===== src/hw/rtl/assert_macros.svh =====
// ---------------------------------------------------------------------------
// assertion macros
// clocked concurrent checks, switched off while reset is held
// ---------------------------------------------------------------------------
`ifndef ASSERT_MACROS_SVH
`define ASSERT_MACROS_SVH

// generic clocked property with reset disable
`define ASSERT_CLK(label, prop, msg) \
    label: assert property (@(posedge i_clk) disable iff (!i_rst_n) prop) else $error(msg);

// same-cycle implication
`define ASSERT_IMP(label, ante, cons, msg) `ASSERT_CLK(label, (ante) |-> (cons), msg)

// next-cycle implication
`define ASSERT_NXT(label, ante, cons, msg) `ASSERT_CLK(label, (ante) |=> (cons), msg)

`endif


===== src/hw/rtl/cdd_pkg.sv =====
// ---------------------------------------------------------------------------
// cdd_pkg
// shared types, constants and small tables of the civil date converter
// ---------------------------------------------------------------------------
`default_nettype none

package cdd_pkg;

    // pipeline depth: data stages plus the output register
    localparam int unsigned STG_N  = 9;
    localparam int unsigned STG_DP = STG_N - 1;

    // field widths
    localparam int unsigned W_OP    = 2;
    localparam int unsigned W_YEAR  = 14;
    localparam int unsigned W_MD    = 7;
    localparam int unsigned W_DC    = 23;
    localparam int unsigned W_LIMIT = 16;
    localparam int unsigned W_MON   = 4;
    localparam int unsigned W_DOM   = 5;

    // stream word widths
    localparam int unsigned W_TDATA_IN  = 80;
    localparam int unsigned W_TDATA_OUT = 48;

    // operation codes
    typedef enum logic [W_OP-1:0] {
        OP_TO_DAYS   = 2'd0,
        OP_FROM_DAYS = 2'd1,
        OP_AGE_CHECK = 2'd2
    } t_op;

    // register port
    localparam int unsigned PADDR_W = 3;
    localparam int unsigned PDATA_W = 32;
    typedef logic [PADDR_W-3:0] t_reg_idx;
    localparam t_reg_idx REG_AGE_LIMIT = '0;
    localparam logic [W_LIMIT-1:0] AGE_LIMIT_RST = 16'd90;

    // pipeline control between the stage controller and the datapaths
    typedef struct packed {
        logic [STG_N-1:0] en;
        logic [STG_N-1:0] vld;
    } t_pipe_ctl;

    // calendar constants
    localparam int unsigned ERA_YEARS   = 400;
    localparam int unsigned ERA_DAYS    = 146097;
    localparam int unsigned EPOCH_SHIFT = 719468;
    localparam int unsigned MONTH_SPAN  = 153;
    localparam int unsigned MONTH_PARTS = 5;
    localparam int unsigned YEAR_DAYS   = 365;
    localparam int unsigned QUAD_DAYS   = 1460;
    localparam int unsigned CENT_DAYS   = 36524;

    // eras added so the day count to date path stays non-negative
    localparam int unsigned ERA_BIAS     = 24;
    localparam int unsigned FROM_OFFSET  = EPOCH_SHIFT + ERA_BIAS * ERA_DAYS;
    localparam int unsigned YEAR_BIAS    = ERA_BIAS * ERA_YEARS;
    // date to day count runs with era plus one
    localparam int unsigned TO_OFFSET    = ERA_DAYS + EPOCH_SHIFT;

    localparam logic [W_DC-1:0] DC_MAX = 23'h3FFFFF;

    // reciprocal multipliers: q = (x * M) >> S, exact for the stated x width
    localparam int unsigned S_DIV400 = 24;  // x below 2^15
    localparam logic [15:0] M_DIV400 =
        16'(((longint'(1) << S_DIV400) + ERA_YEARS - 1) / ERA_YEARS);

    localparam int unsigned S_DIV5 = 18;    // x below 2^15
    localparam logic [15:0] M_DIV5 =
        16'(((longint'(1) << S_DIV5) + MONTH_PARTS - 1) / MONTH_PARTS);

    localparam int unsigned S_DIVERA = 42;  // x below 2^24
    localparam logic [24:0] M_DIVERA =
        25'(((longint'(1) << S_DIVERA) + ERA_DAYS - 1) / ERA_DAYS);

    localparam int unsigned S_DIV1460 = 29; // x below 2^18
    localparam logic [18:0] M_DIV1460 =
        19'(((longint'(1) << S_DIV1460) + QUAD_DAYS - 1) / QUAD_DAYS);

    localparam int unsigned S_DIV365 = 27;  // x below 2^18
    localparam logic [18:0] M_DIV365 =
        19'(((longint'(1) << S_DIV365) + YEAR_DAYS - 1) / YEAR_DAYS);

    localparam int unsigned S_DIV153 = 19;  // x below 2^11
    localparam int unsigned M_DIV153 =
        ((1 << S_DIV153) + MONTH_SPAN - 1) / MONTH_SPAN;
    // (5*doy + 2) * M folded into one constant product plus offset
    localparam logic [23:0] M_MP_MUL = 24'(MONTH_PARTS * M_DIV153);
    localparam logic [23:0] M_MP_ADD = 24'(2 * M_DIV153);

    // quotient by 100 of a year of era, 0..399
    function automatic logic [1:0] f_div100(input logic [8:0] v);
        logic [1:0] q;
        q = 2'(v >= 9'd100) + 2'(v >= 9'd200) + 2'(v >= 9'd300);
        return q;
    endfunction

    // first day of a march-based month within the year
    function automatic logic [8:0] f_month_start(input logic [3:0] mp);
        logic [8:0] s;
        case (mp)
            4'd0:    s = 9'd0;
            4'd1:    s = 9'd31;
            4'd2:    s = 9'd61;
            4'd3:    s = 9'd92;
            4'd4:    s = 9'd122;
            4'd5:    s = 9'd153;
            4'd6:    s = 9'd184;
            4'd7:    s = 9'd214;
            4'd8:    s = 9'd245;
            4'd9:    s = 9'd275;
            4'd10:   s = 9'd306;
            4'd11:   s = 9'd337;
            default: s = 9'd0;
        endcase
        return s;
    endfunction

endpackage

`default_nettype wire


===== src/hw/rtl/cdd_pipe_ctrl.sv =====
// ---------------------------------------------------------------------------
// cdd_pipe_ctrl
// valid flags and per-stage load enables; bubbles close up under a stall
// ---------------------------------------------------------------------------
`default_nettype none

module cdd_pipe_ctrl (
    input  logic                  i_clk,
    input  logic                  i_rst_n,
    input  logic                  i_in_valid,
    input  logic                  i_out_ready,
    output cdd_pkg::t_pipe_ctl    o_ctl
);

    logic [cdd_pkg::STG_N-1:0] r_vld;
    logic [cdd_pkg::STG_N-1:0] n_vld;
    logic [cdd_pkg::STG_N-1:0] w_en;

    // a stage loads when empty or when its word moves on
    always_comb begin
        w_en[cdd_pkg::STG_N-1] = !r_vld[cdd_pkg::STG_N-1] || i_out_ready;
        for (int k = cdd_pkg::STG_N - 2; k >= 0; k--) begin
            w_en[k] = !r_vld[k] || w_en[k+1];
        end
    end

    // valid flags follow the words
    always_comb begin
        n_vld[0] = w_en[0] ? i_in_valid : r_vld[0];
        for (int k = 1; k < cdd_pkg::STG_N; k++) begin
            n_vld[k] = w_en[k] ? r_vld[k-1] : r_vld[k];
        end
    end

    always_ff @(posedge i_clk) begin
        if (!i_rst_n) begin
            r_vld <= '0;
        end else begin
            r_vld <= n_vld;
        end
    end

    assign o_ctl.en  = w_en;
    assign o_ctl.vld = r_vld;

endmodule

`default_nettype wire


===== src/hw/rtl/cdd_to_days.sv =====
// ---------------------------------------------------------------------------
// cdd_to_days
// year, month, day to day count, with saturation and the age compare
// ---------------------------------------------------------------------------
`default_nettype none

module cdd_to_days (
    input  logic                                i_clk,
    input  logic [cdd_pkg::STG_DP-1:0]          i_en,
    input  logic [cdd_pkg::W_YEAR-1:0]          i_year,
    input  logic [cdd_pkg::W_MD-1:0]            i_month,
    input  logic [cdd_pkg::W_MD-1:0]            i_day,
    input  logic signed [cdd_pkg::W_DC-1:0]     i_now,
    input  logic [cdd_pkg::W_LIMIT-1:0]         i_limit,
    output logic [cdd_pkg::W_DC-1:0]            o_day_count,
    output logic                                o_older,
    output logic                                o_bad
);

    // stage registers
    logic [14:0]        r0_ya, r1_ya, r2_ya;
    logic [6:0]         r0_mp;
    logic [6:0]         r0_day, r1_day, r2_day;
    logic signed [22:0] r0_now, r1_now, r2_now, r3_now, r4_now, r5_now;
    logic               r0_bad, r1_bad, r2_bad, r3_bad, r4_bad, r5_bad, r6_bad;
    logic [14:0]        r1_t;
    logic [5:0]         r2_era, r3_era, r4_era;
    logic [11:0]        r2_dsm;
    logic [8:0]         r3_yoe;
    logic signed [12:0] r3_doy;
    logic signed [18:0] r4_doe;
    logic signed [24:0] r5_dc;
    logic [22:0]        r6_dc, r7_dc;
    logic signed [25:0] r6_age;
    logic               r7_older, r7_bad;

    logic        w_early;
    logic [30:0] w_era_prod;
    logic [30:0] w_dsm_prod;
    logic [17:0] w_doe_base;
    logic [23:0] w_era_days;

    // january and february count to the previous march-based year
    assign w_early = (i_month <= 7'd2);

    always_ff @(posedge i_clk) begin
        if (i_en[0]) begin
            r0_ya  <= 15'(i_year) + 15'(cdd_pkg::ERA_YEARS) - 15'(w_early);
            r0_mp  <= w_early ? i_month + 7'd9 : i_month - 7'd3;
            r0_day <= i_day;
            r0_now <= i_now;
            r0_bad <= (i_month == 7'd0) || (i_month > 7'd12) ||
                      (i_day == 7'd0) || (i_day > 7'd31);
        end
    end

    // month offset numerator
    always_ff @(posedge i_clk) begin
        if (i_en[1]) begin
            r1_t   <= 15'(r0_mp) * 15'(cdd_pkg::MONTH_SPAN) + 15'd2;
            r1_ya  <= r0_ya;
            r1_day <= r0_day;
            r1_now <= r0_now;
            r1_bad <= r0_bad;
        end
    end

    // era and month offset by reciprocal multiply
    assign w_era_prod = 31'(r1_ya) * 31'(cdd_pkg::M_DIV400);
    assign w_dsm_prod = 31'(r1_t) * 31'(cdd_pkg::M_DIV5);

    always_ff @(posedge i_clk) begin
        if (i_en[2]) begin
            r2_era <= 6'(w_era_prod >> cdd_pkg::S_DIV400);
            r2_dsm <= 12'(w_dsm_prod >> cdd_pkg::S_DIV5);
            r2_ya  <= r1_ya;
            r2_day <= r1_day;
            r2_now <= r1_now;
            r2_bad <= r1_bad;
        end
    end

    // year of era and day of year
    always_ff @(posedge i_clk) begin
        if (i_en[3]) begin
            r3_yoe <= 9'(r2_ya - 15'(r2_era) * 15'(cdd_pkg::ERA_YEARS));
            r3_doy <= $signed({1'b0, r2_dsm}) + $signed(13'(r2_day)) - 13'sd1;
            r3_era <= r2_era;
            r3_now <= r2_now;
            r3_bad <= r2_bad;
        end
    end

    // day of era
    assign w_doe_base = 18'(r3_yoe) * 18'(cdd_pkg::YEAR_DAYS) + 18'(r3_yoe >> 2)
                      - 18'(cdd_pkg::f_div100(r3_yoe));

    always_ff @(posedge i_clk) begin
        if (i_en[4]) begin
            r4_doe <= {1'b0, w_doe_base} + {{6{r3_doy[12]}}, r3_doy};
            r4_era <= r3_era;
            r4_now <= r3_now;
            r4_bad <= r3_bad;
        end
    end

    // day count, era carried as era plus one
    assign w_era_days = 24'(r4_era) * 24'(cdd_pkg::ERA_DAYS);

    always_ff @(posedge i_clk) begin
        if (i_en[5]) begin
            r5_dc  <= {1'b0, w_era_days} + {{6{r4_doe[18]}}, r4_doe}
                    - 25'(cdd_pkg::TO_OFFSET);
            r5_now <= r4_now;
            r5_bad <= r4_bad;
        end
    end

    // saturate for the output and form the age
    always_ff @(posedge i_clk) begin
        if (i_en[6]) begin
            r6_dc  <= (r5_dc > $signed({2'b00, cdd_pkg::DC_MAX})) ?
                      cdd_pkg::DC_MAX : r5_dc[22:0];
            r6_age <= {{3{r5_now[22]}}, r5_now} - {r5_dc[24], r5_dc};
            r6_bad <= r5_bad;
        end
    end

    // age compare against the limit
    always_ff @(posedge i_clk) begin
        if (i_en[7]) begin
            r7_older <= !r6_bad && (r6_age > $signed({10'd0, i_limit}));
            r7_dc    <= r6_dc;
            r7_bad   <= r6_bad;
        end
    end

    assign o_day_count = r7_dc;
    assign o_older     = r7_older;
    assign o_bad       = r7_bad;

endmodule

`default_nettype wire


===== src/hw/rtl/cdd_from_days.sv =====
// ---------------------------------------------------------------------------
// cdd_from_days
// day count to year, month and day, flagging years before year zero
// ---------------------------------------------------------------------------
`default_nettype none

module cdd_from_days (
    input  logic                                i_clk,
    input  logic [cdd_pkg::STG_DP-1:0]          i_en,
    input  logic signed [cdd_pkg::W_DC-1:0]     i_day_count,
    output logic [cdd_pkg::W_YEAR-1:0]          o_year,
    output logic [cdd_pkg::W_MON-1:0]           o_month,
    output logic [cdd_pkg::W_DOM-1:0]           o_day,
    output logic                                o_neg
);

    // stage registers
    logic [23:0]        r0_zz, r1_zz;
    logic [5:0]         r1_era;
    logic [17:0]        r2_doe, r3_doe, r4_doe;
    logic [14:0]        r2_era400, r3_era400, r4_era400;
    logic [17:0]        r3_num;
    logic [8:0]         r4_yoe;
    logic [8:0]         r5_doy, r6_doy;
    logic signed [15:0] r5_yb, r6_yb;
    logic [3:0]         r6_mp;
    logic [13:0]        r7_year;
    logic [3:0]         r7_month;
    logic [4:0]         r7_day;
    logic               r7_neg;

    logic [48:0]        w_era_prod;
    logic [36:0]        w_q1460_prod;
    logic [6:0]         w_q1460;
    logic [2:0]         w_q36524;
    logic               w_qlast;
    logic [36:0]        w_yoe_prod;
    logic [17:0]        w_yoe_days;
    logic [23:0]        w_mp_prod;
    logic               w_late;
    logic signed [15:0] w_year;

    // shift the day count so every era index is non-negative
    always_ff @(posedge i_clk) begin
        if (i_en[0]) begin
            r0_zz <= {i_day_count[22], i_day_count} + 24'(cdd_pkg::FROM_OFFSET);
        end
    end

    // biased era
    assign w_era_prod = 49'(r0_zz) * 49'(cdd_pkg::M_DIVERA);

    always_ff @(posedge i_clk) begin
        if (i_en[1]) begin
            r1_era <= 6'(w_era_prod >> cdd_pkg::S_DIVERA);
            r1_zz  <= r0_zz;
        end
    end

    // day of era and era in years
    always_ff @(posedge i_clk) begin
        if (i_en[2]) begin
            r2_doe    <= 18'(r1_zz - 24'(r1_era) * 24'(cdd_pkg::ERA_DAYS));
            r2_era400 <= 15'(r1_era) * 15'(cdd_pkg::ERA_YEARS);
        end
    end

    // leap corrections of the day of era
    assign w_q1460_prod = 37'(r2_doe) * 37'(cdd_pkg::M_DIV1460);
    assign w_q1460      = 7'(w_q1460_prod >> cdd_pkg::S_DIV1460);
    assign w_q36524     = 3'(r2_doe >= 18'(cdd_pkg::CENT_DAYS))
                        + 3'(r2_doe >= 18'(2 * cdd_pkg::CENT_DAYS))
                        + 3'(r2_doe >= 18'(3 * cdd_pkg::CENT_DAYS))
                        + 3'(r2_doe >= 18'(4 * cdd_pkg::CENT_DAYS));
    assign w_qlast      = (r2_doe == 18'(cdd_pkg::ERA_DAYS - 1));

    always_ff @(posedge i_clk) begin
        if (i_en[3]) begin
            r3_num    <= r2_doe - 18'(w_q1460) + 18'(w_q36524) - 18'(w_qlast);
            r3_doe    <= r2_doe;
            r3_era400 <= r2_era400;
        end
    end

    // year of era
    assign w_yoe_prod = 37'(r3_num) * 37'(cdd_pkg::M_DIV365);

    always_ff @(posedge i_clk) begin
        if (i_en[4]) begin
            r4_yoe    <= 9'(w_yoe_prod >> cdd_pkg::S_DIV365);
            r4_doe    <= r3_doe;
            r4_era400 <= r3_era400;
        end
    end

    // day of the march-based year and the unbiased year
    assign w_yoe_days = 18'(r4_yoe) * 18'(cdd_pkg::YEAR_DAYS) + 18'(r4_yoe >> 2)
                      - 18'(cdd_pkg::f_div100(r4_yoe));

    always_ff @(posedge i_clk) begin
        if (i_en[5]) begin
            r5_doy <= 9'(r4_doe - w_yoe_days);
            r5_yb  <= $signed({1'b0, r4_era400}) + $signed(16'(r4_yoe))
                    - 16'sd0 - $signed(16'(cdd_pkg::YEAR_BIAS));
        end
    end

    // march-based month index
    assign w_mp_prod = 24'(r5_doy) * cdd_pkg::M_MP_MUL + cdd_pkg::M_MP_ADD;

    always_ff @(posedge i_clk) begin
        if (i_en[6]) begin
            r6_mp  <= 4'(w_mp_prod >> cdd_pkg::S_DIV153);
            r6_doy <= r5_doy;
            r6_yb  <= r5_yb;
        end
    end

    // calendar month, day and year
    assign w_late = (r6_mp >= 4'd10);
    assign w_year = r6_yb + $signed(16'(w_late));

    always_ff @(posedge i_clk) begin
        if (i_en[7]) begin
            r7_day   <= 5'(r6_doy - cdd_pkg::f_month_start(r6_mp) + 9'd1);
            r7_month <= w_late ? r6_mp - 4'd9 : r6_mp + 4'd3;
            r7_year  <= w_year[13:0];
            r7_neg   <= w_year[15];
        end
    end

    assign o_year  = r7_year;
    assign o_month = r7_month;
    assign o_day   = r7_day;
    assign o_neg   = r7_neg;

endmodule

`default_nettype wire


===== src/hw/rtl/civil_date_day_number_converter_unit.sv =====
// ---------------------------------------------------------------------------
// civil_date_day_number_converter_unit
// proleptic gregorian date to day count, day count to date, and age check
// ---------------------------------------------------------------------------
//  channel    direction  handshake               payload
//  s_axis     in         tvalid/tready           tuser op, tdata date fields
//  m_axis     out        tvalid/tready           tdata day count, date, flags
//  apb        in/out     psel/penable/pready     age_limit_days at byte 0
//
//  one word per cycle while the output is not stalled; each accepted word
//  passes the 8 stage datapath (the era, leap and month reciprocal
//  multiplies each own a stage) and then the output register
//  reset clears every valid flag and loads the age limit with 90
//  an output stall holds the output register; empty stages ahead of it
//  keep loading, so input is taken until the pipeline is full
// ---------------------------------------------------------------------------
`default_nettype none

`include "assert_macros.svh"

module civil_date_day_number_converter_unit (
    input  logic                                 i_clk,
    input  logic                                 i_rst_n,
    // input words
    input  logic                                 s_axis_tvalid,
    output logic                                 s_axis_tready,
    // year_in[13:0], month_in[20:14], day_in[27:21], day_count_in[50:28],
    // now_day[73:51], zero fill[79:74]
    input  logic [cdd_pkg::W_TDATA_IN-1:0]       s_axis_tdata,
    // op[1:0]
    input  logic [cdd_pkg::W_OP-1:0]             s_axis_tuser,
    // result words
    output logic                                 m_axis_tvalid,
    input  logic                                 m_axis_tready,
    // day_count_out[22:0], year_out[36:23], month_out[40:37], day_out[45:41],
    // older[46], invalid[47]
    output logic [cdd_pkg::W_TDATA_OUT-1:0]      m_axis_tdata,
    // register port
    input  logic                                 psel,
    input  logic                                 penable,
    input  logic                                 pwrite,
    input  logic [cdd_pkg::PADDR_W-1:0]          paddr,
    input  logic [cdd_pkg::PDATA_W-1:0]          pwdata,
    output logic [cdd_pkg::PDATA_W-1:0]          prdata,
    output logic                                 pready
);

    cdd_pkg::t_pipe_ctl w_ctl;

    logic [cdd_pkg::W_LIMIT-1:0] r_age_limit;
    logic [cdd_pkg::W_OP-1:0]    r_op [cdd_pkg::STG_N];

    logic [cdd_pkg::W_DC-1:0]    w_a_dc;
    logic                        w_a_older;
    logic                        w_a_bad;
    logic [cdd_pkg::W_YEAR-1:0]  w_b_year;
    logic [cdd_pkg::W_MON-1:0]   w_b_month;
    logic [cdd_pkg::W_DOM-1:0]   w_b_day;
    logic                        w_b_neg;

    logic [cdd_pkg::W_DC-1:0]    r_out_dc;
    logic [cdd_pkg::W_YEAR-1:0]  r_out_year;
    logic [cdd_pkg::W_MON-1:0]   r_out_month;
    logic [cdd_pkg::W_DOM-1:0]   r_out_day;
    logic                        r_out_older;
    logic                        r_out_invalid;

    logic                        w_reg_hit;

    // register port
    assign pready    = 1'b1;
    assign w_reg_hit = (paddr[cdd_pkg::PADDR_W-1:2] == cdd_pkg::REG_AGE_LIMIT);
    assign prdata    = w_reg_hit ?
                       cdd_pkg::PDATA_W'(r_age_limit) : '0;

    always_ff @(posedge i_clk) begin
        if (!i_rst_n) begin
            r_age_limit <= cdd_pkg::AGE_LIMIT_RST;
        end else if (psel && penable && pwrite && pready && w_reg_hit) begin
            r_age_limit <= pwdata[cdd_pkg::W_LIMIT-1:0];
        end
    end

    // stage control
    cdd_pipe_ctrl u_ctrl (
        .i_clk       (i_clk),
        .i_rst_n     (i_rst_n),
        .i_in_valid  (s_axis_tvalid),
        .i_out_ready (m_axis_tready),
        .o_ctl       (w_ctl)
    );

    assign s_axis_tready = w_ctl.en[0];
    assign m_axis_tvalid = w_ctl.vld[cdd_pkg::STG_N-1];

    // op travels beside the datapaths
    always_ff @(posedge i_clk) begin
        if (w_ctl.en[0]) begin
            r_op[0] <= s_axis_tuser;
        end
        for (int k = 1; k < cdd_pkg::STG_N; k++) begin
            if (w_ctl.en[k]) begin
                r_op[k] <= r_op[k-1];
            end
        end
    end

    // date to day count and age check
    cdd_to_days u_to_days (
        .i_clk       (i_clk),
        .i_en        (w_ctl.en[cdd_pkg::STG_DP-1:0]),
        .i_year      (s_axis_tdata[13:0]),
        .i_month     (s_axis_tdata[20:14]),
        .i_day       (s_axis_tdata[27:21]),
        .i_now       (s_axis_tdata[73:51]),
        .i_limit     (r_age_limit),
        .o_day_count (w_a_dc),
        .o_older     (w_a_older),
        .o_bad       (w_a_bad)
    );

    // day count to date
    cdd_from_days u_from_days (
        .i_clk       (i_clk),
        .i_en        (w_ctl.en[cdd_pkg::STG_DP-1:0]),
        .i_day_count (s_axis_tdata[50:28]),
        .o_year      (w_b_year),
        .o_month     (w_b_month),
        .o_day       (w_b_day),
        .o_neg       (w_b_neg)
    );

    // output register: pick the fields of the requested operation
    always_ff @(posedge i_clk) begin
        if (w_ctl.en[cdd_pkg::STG_N-1]) begin
            r_out_dc      <= '0;
            r_out_year    <= '0;
            r_out_month   <= '0;
            r_out_day     <= '0;
            r_out_older   <= 1'b0;
            r_out_invalid <= 1'b0;
            unique case (r_op[cdd_pkg::STG_DP-1])
                cdd_pkg::OP_TO_DAYS: begin
                    r_out_dc <= w_a_dc;
                end
                cdd_pkg::OP_FROM_DAYS: begin
                    if (w_b_neg) begin
                        r_out_invalid <= 1'b1;
                    end else begin
                        r_out_year  <= w_b_year;
                        r_out_month <= w_b_month;
                        r_out_day   <= w_b_day;
                    end
                end
                cdd_pkg::OP_AGE_CHECK: begin
                    r_out_older   <= w_a_older;
                    r_out_invalid <= w_a_bad;
                end
                default: begin
                    r_out_invalid <= 1'b0;
                end
            endcase
        end
    end

    assign m_axis_tdata = {r_out_invalid, r_out_older, r_out_day, r_out_month,
                           r_out_year, r_out_dc};

    // checks
    `ASSERT_NXT(a_accept_loads, s_axis_tvalid && s_axis_tready, w_ctl.vld[0], "accepted word missing in first stage")
    `ASSERT_IMP(a_ready_when_drained, !m_axis_tvalid, s_axis_tready, "input stalled with empty output stage")
    `ASSERT_IMP(a_flags_exclusive, m_axis_tvalid, !(r_out_older && r_out_invalid), "older and invalid both set")
    `ASSERT_IMP(a_to_days_no_flags, m_axis_tvalid && (r_op[cdd_pkg::STG_N-1] == cdd_pkg::OP_TO_DAYS), !r_out_older && !r_out_invalid, "flag set on a date to day count word")

endmodule

`default_nettype wire


===== config.mk =====
export PLATFORM = sky130hd
export DESIGN_NAME = civil_date_day_number_converter_unit
export DESIGN_NICKNAME = d
export VERILOG_FILES = /design/src/hw/rtl/cdd_pkg.sv /design/src/hw/rtl/cdd_pipe_ctrl.sv /design/src/hw/rtl/cdd_to_days.sv /design/src/hw/rtl/cdd_from_days.sv /design/src/hw/rtl/civil_date_day_number_converter_unit.sv
export VERILOG_INCLUDE_DIRS = /design/src /design/src/hw/rtl
export SDC_FILE = /design/constraint.sdc
export NUM_CORES = 2
export LEC_CHECK = 0
export BUFFER_PORTS_ARGS = -buffer_cell sky130_fd_sc_hd__buf_2
export CAP_MARGIN = 20
export CORE_MARGIN = 4
export CORE_UTILIZATION = 45
export DETAILED_ROUTE_END_ITERATION = 7
export GPL_ROUTABILITY_DRIVEN = 0
export PLACE_DENSITY = 0.58
export SLEW_MARGIN = 5
export SYNTH_ARGS = -nofsm -noshare
export SYNTH_HDL_FRONTEND = slang
export SYNTH_SLANG_ARGS = --single-unit
export TNS_END_PERCENT = 5

===== constraint.sdc =====
create_clock -name i_clk -period 19.15 [get_ports i_clk]
set_clock_uncertainty 0.15 [all_clocks]
set_input_delay 0.9575 -clock i_clk [delete_from_list [all_inputs] [get_ports i_clk]]
set_output_delay 0.9575 -clock i_clk [all_outputs]
set_load 0.01 [all_outputs]

# After elaboration in Yosys (flattened, before gate mapping)
# Memories as Yosys holds them, arrays and structs flattened. A register that Yosys moved wholly into a read port is not among the register bits.
# Cells that the tools add are included.
[word_totals] register_bits=688 mem_bits_rw=18 rom_bits=144 wordCells=198 n_memories=2
[memory_table] name="(name not given)" depth=16 width=9 rd=1 rd_ports_with_merged_regs=1 wr=0 line_no="cdd_pkg.sv:103" source="case (mp)"
[memory_table] name="r_op" depth=9 width=2 rd=8 rd_ports_with_merged_regs=0 wr=9 line_no="civil_date_day_number_converter_unit.sv:51" source="logic [cdd_pkg::W_OP-1:0] r_op [cdd_pkg::STG_N];"
[classes] addsub=37 n_mul=13 n_lt_le_gt_ge=16 n_eq_ne=3 mux=25 bitwise=2 n_reduce_logical=30
[ops] operator="$mul A18 B16 Y33 const B" count=2
[ops] operator="$mul A24 B24 Y47 const B" count=1
[ops] operator="$ge A18 B17 Y1 const B" count=2
[ops] operator="$mul A15 B16 Y30 const B" count=1
[ops] operator="$mul A15 B13 Y27 const B" count=1
[ops] operator="$gt A26 B17 Y1" count=1
[ops] operator="$sub A23 B25 Y26" count=1
[ops] operator="$add A24 B25 Y25" count=1
[ops] operator="$gt A25 B23 Y1 const B" count=1
[ops] operator="$sub A25 B20 Y25 const B" count=1
[ops] operator="$add A24 B23 Y24 const B" count=1
[ops] operator="$mul A6 B18 Y24 const B" count=1
[ops] operator="$add A23 B13 Y23 const B" count=1
[ops] operator="$mul A9 B15 Y23 const B" count=1
[ops] operator="$add A18 B19 Y19" count=1
[ops] operator="$mux W1" count=19
[ops] operator="$add A18 B3 Y18" count=1
[ops] operator="$add A18 B7 Y18" count=1
[ops] operator="$eq A18 B18 Y1 const B" count=1
[ops] operator="$ge A18 B16 Y1 const B" count=1
[ops] operator="$ge A18 B18 Y1 const B" count=1
[ops] operator="$ge A9 B7 Y1 const B" count=2
[ops] operator="$ge A9 B8 Y1 const B" count=2
[ops] operator="$ge A9 B9 Y1 const B" count=2
[ops] operator="48 further kinds" count=79

# Depth between registers and ports, before layout
[logic_depth] depth_word=12 mapped_depth=34

# Cells and area by module
# Synthesis repeated with hierarchy kept, for this count alone.
[hier_totals] cells_unflattened=5572 area_unflattened_um2=66371.2
[by_module_without_submodules] module="cdd_from_days" n_inst=1 cells_per_inst=2970 area_each_um2=34216.6
[by_module_without_submodules] module="cdd_to_days" n_inst=1 cells_per_inst=2328 area_each_um2=28547.4
[by_module_without_submodules] module="civil_date_day_number_converter_unit" n_inst=1 cells_per_inst=231 area_each_um2=3238.1
[by_module_without_submodules] module="cdd_pipe_ctrl" n_inst=1 cells_per_inst=43 area_each_um2=369.1

# Worst setup path after synthesis
# OpenSTA, ideal clock, no wires.
[synth_timing] path_kind="reg2reg" start="reg u_from_days.r2_doe[7]" end="reg u_from_days.r3_num[14] (data pin)" setup_ns=0.264 t_arrival_ns=7.867 path_slack_ns=10.869 stages_incl_launch_ff=30 cell_sequence="edfxtp_1 fa_1 ha_1 fa_1 fa_1 fa_1 inv_1 fa_1 inv_1 ha_1 a21o_1 a21o_1 a221oi_1 a31oi_1 o21a_1 o21a_1 nor2_1 fa_1 fa_1 nand2b_1 fa_1 nor2b_1 o21ai_1 a21boi_1 o21ai_1 a21boi_1 o2111ai_1 a31oi_1 mux2i_1 nor2_1"
[synth_between] elab_chain_len=6 word_cells_on_any_way=12
[synth_lines] element="start: declaration" line_no="cdd_from_days.sv:20" source="logic [17:0] r2_doe, r3_doe, r4_doe;"
[synth_lines] element="start signal: assignment" line_no="cdd_from_days.sv:63" source="r2_doe <= 18'(r1_zz - 24'(r1_era) * 24'(cdd_pkg::ERA_DAYS));"
[synth_lines] element="branches (longest 5 deep; another with $mul A18 B16 Y33)"
[synth_lines] element="$sub A18 B1 Y18 *" line_no="cdd_from_days.sv:79" source="r3_num <= r2_doe - 18'(w_q1460) + 18'(w_q36524) - 18'(w_qlast);"
[synth_lines] element="end signal: assignment" line_no="cdd_from_days.sv:79"
[synth_lines] element="end: declaration" line_no="cdd_from_days.sv:22" source="logic [17:0] r3_num;"
# Every way passes the cells marked *.
# A chain may end at the register's enable or synchronous reset.

# Worst setup path in the final report
[layout_timing] start="reg u_from_days.r2_doe[12]" end="reg u_from_days.r3_num[14] (data pin)"
# Same word-level chain as after synthesis.

==> reports/qor.txt <==
Largest area contributor in the netlist = edfxtp_1
Buffers & Inverters on Critical Path = 6
Relative slew slack = 26.0%
Share of post-route cells with drive strength above 1 = 5.94%
Multi-input logic area = 39,900 um^2
Synth Flop Type = edfxtp_1
Place WS = 9.58 ns
Crit end category = flop
Antenna diodes = 0
Drt drc = 0
Pin count of the biggest net entering global routing = 78
Reg2reg setup slack = 9.62 ns
Maximum clock path buffer count = 3
CP arrival = 9.82 ns
Final setup fails = 0
# resized after CTS = 0
CP startpoint kind = flop
RSZ-0062 raised after global routing = no
Final Hold Fails = 0
Hold Path Class = flop to flop
Floorplan Core Area = 145,000 um^2
Number of synthesized flops with an enable pin = 679
Min cycle time layout = 9.53 ns
Detailed Place HPWL = 107,000 um
CP delay by family, top = adder cells
Reg2reg end = u_from_days.r3_num[14]$_DFFE_PP_
Worst setup margin = 9.62 ns
Congestion Overflow GR = 0
Fin. max-slew vios = 0
Worst Reg-to-Reg Cells = 32
WL final = 129,000 um
Crit Path Category = flop to flop
Hold endpoint = u_to_days.r1_ya[12]$_DFFE_PP_
Hold Crit Depth = 0
Post-Syn Instances = 5,490
Critical path depth in cells = 32
Top cell types by occurrence after synthesis = inv_1 (1,286), ha_1 (1,255), fa_1 (739)
Post-synth cell types = 82
IO Count = 207
Crit-path max FO = 9
Drt pass-1 iters = 7
Seq/Total Area, Yosys = 31.9%
Run status = finished clean
First-pass GRT wire length = 214,000 um
Critical Path Max Stage Delay = 0.77 ns
Post-DRT Antenna Nets = 0
DR vias/cell = 4.89
H-tree depth = 3
HP Start = u_to_days.r0_ya[12]$_DFFE_PP_
RR Startpoint = u_from_days.r2_doe[12]$_DFFE_PP_
Max cap viols = 0
CTS tree = done
Setup_tns = 0 ns
Ys Warns = 0
Post-cts hold buffer count = 0
Clock sink count = 709
CTS buffer count = 85
CP dominant cell by count = fa_1
DR WL/cell = 16.7 um
Postcts setup bufs = 0
Worst-path clk slew = 0.06 ns
Initial core utilization = 45.3%
Worst-Margin Slew = 1.11 ns
Total number of vias = 37,800
Upper clock frequency limit = 105 MHz
Tcrit/Tclk final = 49.8%
Post-synth top area share = 31.0%
Clock latency at the later pin of the worst-skew pair = 0.71 ns
Standard-cell rows = 140
Fraction of registers with async set/reset = 0%
Die Ht = 390 um
Top-count cell post-synth = inv_1
Die width = 390 um
Nets@finish = 7,858
FF+latch area = 21,000 um^2
Root buf cell = clkbuf_16
Synth-to-layout area growth = 9.31%
Initial DRC Count = 1,346
Yosys reg bits = 709
Die area = 152,000 um^2
Filler cell count = 12,900
WP data required = 19.44 ns
Port bufs = 165
GRT Resource Usage Total = 17.7%
Vias in the first global route = 40,400
Final core occ = 49.5%
Mapped cell area = 65,800 um^2
Initial antenna violation count = 3
Mapped Avg Cell Area = 12.0 um^2
Largest cells by area after synthesis = edfxtp_1 (31%), ha_1 (24%), fa_1 (22%), inv_1 (7.3%), xnor2_1 (2.7%)
Crit-path slowest cell = edfxtp_1
-- cell usage in the layout, fill, tap and decap left out, types with 13 or more instances in the layout --
cell type and instances:
nand2b_1 22, and3_1 19, o21ai_1 33, ha_1 1255, o21ai_0 62, nand2_1 142
inv_1 1283, nor3_1 55, dfxtp_1 30, xor2_1 56, a21oi_1 159, o21bai_1 28
nand4_1 24, nor2b_1 34, a211oi_1 22, o21a_1 38, clkbuf_1 13, a21boi_0 17
clkinv_1 17, a31oi_1 15, nor2_1 164, o211ai_1 19, fa_1 739, nand3_1 42
buf_4 18, a21o_1 79, xnor2_1 200, conb_1 17, edfxtp_1 679, buf_2 165
and2_1 61, clkbuf_16 85
-- per-layer routing --
| layer | vias up | GRT usage [%] | wire length, um |
|---|---|---|---|
| met1 | 18500 | 23.3 | 58300 |
| met2 | 510 | 30.6 | 62900 |
| li1 | 18600 | - | - |
| met4 | 0 | 5.28 | 4060 |
| met3 | 185 | 2.30 | 3840 |
| met5 | - | 0 | 0 |
-- registers in the layout, summed over array words and instances, names as in the netlist, 19 cells and up, named ones only --
name / flops
r_out_dc: 23
u_to_days.r6_age: 26
u_to_days.r5_dc: 25
u_to_days.r5_now: 23
u_from_days.r0_zz: 24
u_to_days.r6_dc: 23
u_to_days.o_day_count: 23
u_to_days.r0_now: 23
u_to_days.r2_now: 23
u_to_days.r3_now: 23
u_to_days.r4_now: 23
u_to_days.r1_now: 23
u_to_days.r4_doe: 19
-- layout make-up --
type	instances	area share, %
inverters	1287	6.73
clock buffers	98	3.03
repair buffers	183	1.34
flip-flops and latches	709	29.2
multi-input cells	3474	55.4
well taps	1917	3.33
clock inverters	56	0.964
-- worst reg2reg max path, delay by kind of cell, from the launching register on --
kind | cells | cell delay, ns
muxes | 1 | 0.23
adders and majority gates | 10 | 4.69
and+or+nand+nor | 6 | 0.79
DFF | 1 | 0.77
buffers and inverters | 6 | 0.71
AOI/OAI and AO/OA | 9 | 1.93
-- worst max-delay path by stage --
| stage | slack, ns | from | end |
|---|---|---|---|
| 2_1_floorplan | 10.87 | u_from_days.r2_doe[7]$_DFFE_PP_ | u_from_days.r3_num[14]$_DFFE_PP_ |
| 3_3_place_gp | 9.58 | u_from_days.r2_doe[12]$_DFFE_PP_ | u_from_days.r3_num[14]$_DFFE_PP_ |
| 3_5_place_dp | 9.58 | u_from_days.r2_doe[12]$_DFFE_PP_ | u_from_days.r3_num[14]$_DFFE_PP_ |
| 4_1_cts | 9.54 | u_from_days.r2_doe[12]$_DFFE_PP_ | u_from_days.r3_num[14]$_DFFE_PP_ |
| 5_1_grt | 9.06 | u_from_days.r2_doe[5]$_DFFE_PP_ | u_from_days.r3_num[14]$_DFFE_PP_ |
| 6_report | 9.62 | u_from_days.r2_doe[12]$_DFFE_PP_ | u_from_days.r3_num[14]$_DFFE_PP_ |
-- per-stage QoR --
| stage | hold WS [ns] | cells | area, um^2 |
|---|---|---|---|
| 6_report | 0.227 | 7724 | 71900 |
| 5_1_grt | 0.221 | 7724 | 71900 |
| 2_1_floorplan | 0.250 | 5505 | 65900 |
| 3_3_place_gp | 0.250 | 7570 | 69100 |
| 3_5_place_dp | 0.255 | 7570 | 69100 |
| 4_1_cts | 0.212 | 7724 | 71900 |
-- cells by family after synthesis --
kind of cell / count (synthesis) / share of synthesized area, %
buffers and inverters: 1322 / 7.65
AO/OA/AOI/OAI: 576 / 5.91
adder cells (fa/ha/maj): 1994 / 46.3
multiplexers: 11 / 0.173
flip-flops: 709 / 31.9
other: 2 / 0.0114
AND/OR/NAND/NOR: 620 / 4.60
XOR/XNOR: 256 / 3.41
Power is not shown: default switching activity piles up to over one toggle a cycle in this logic, so the estimate is an artifact.
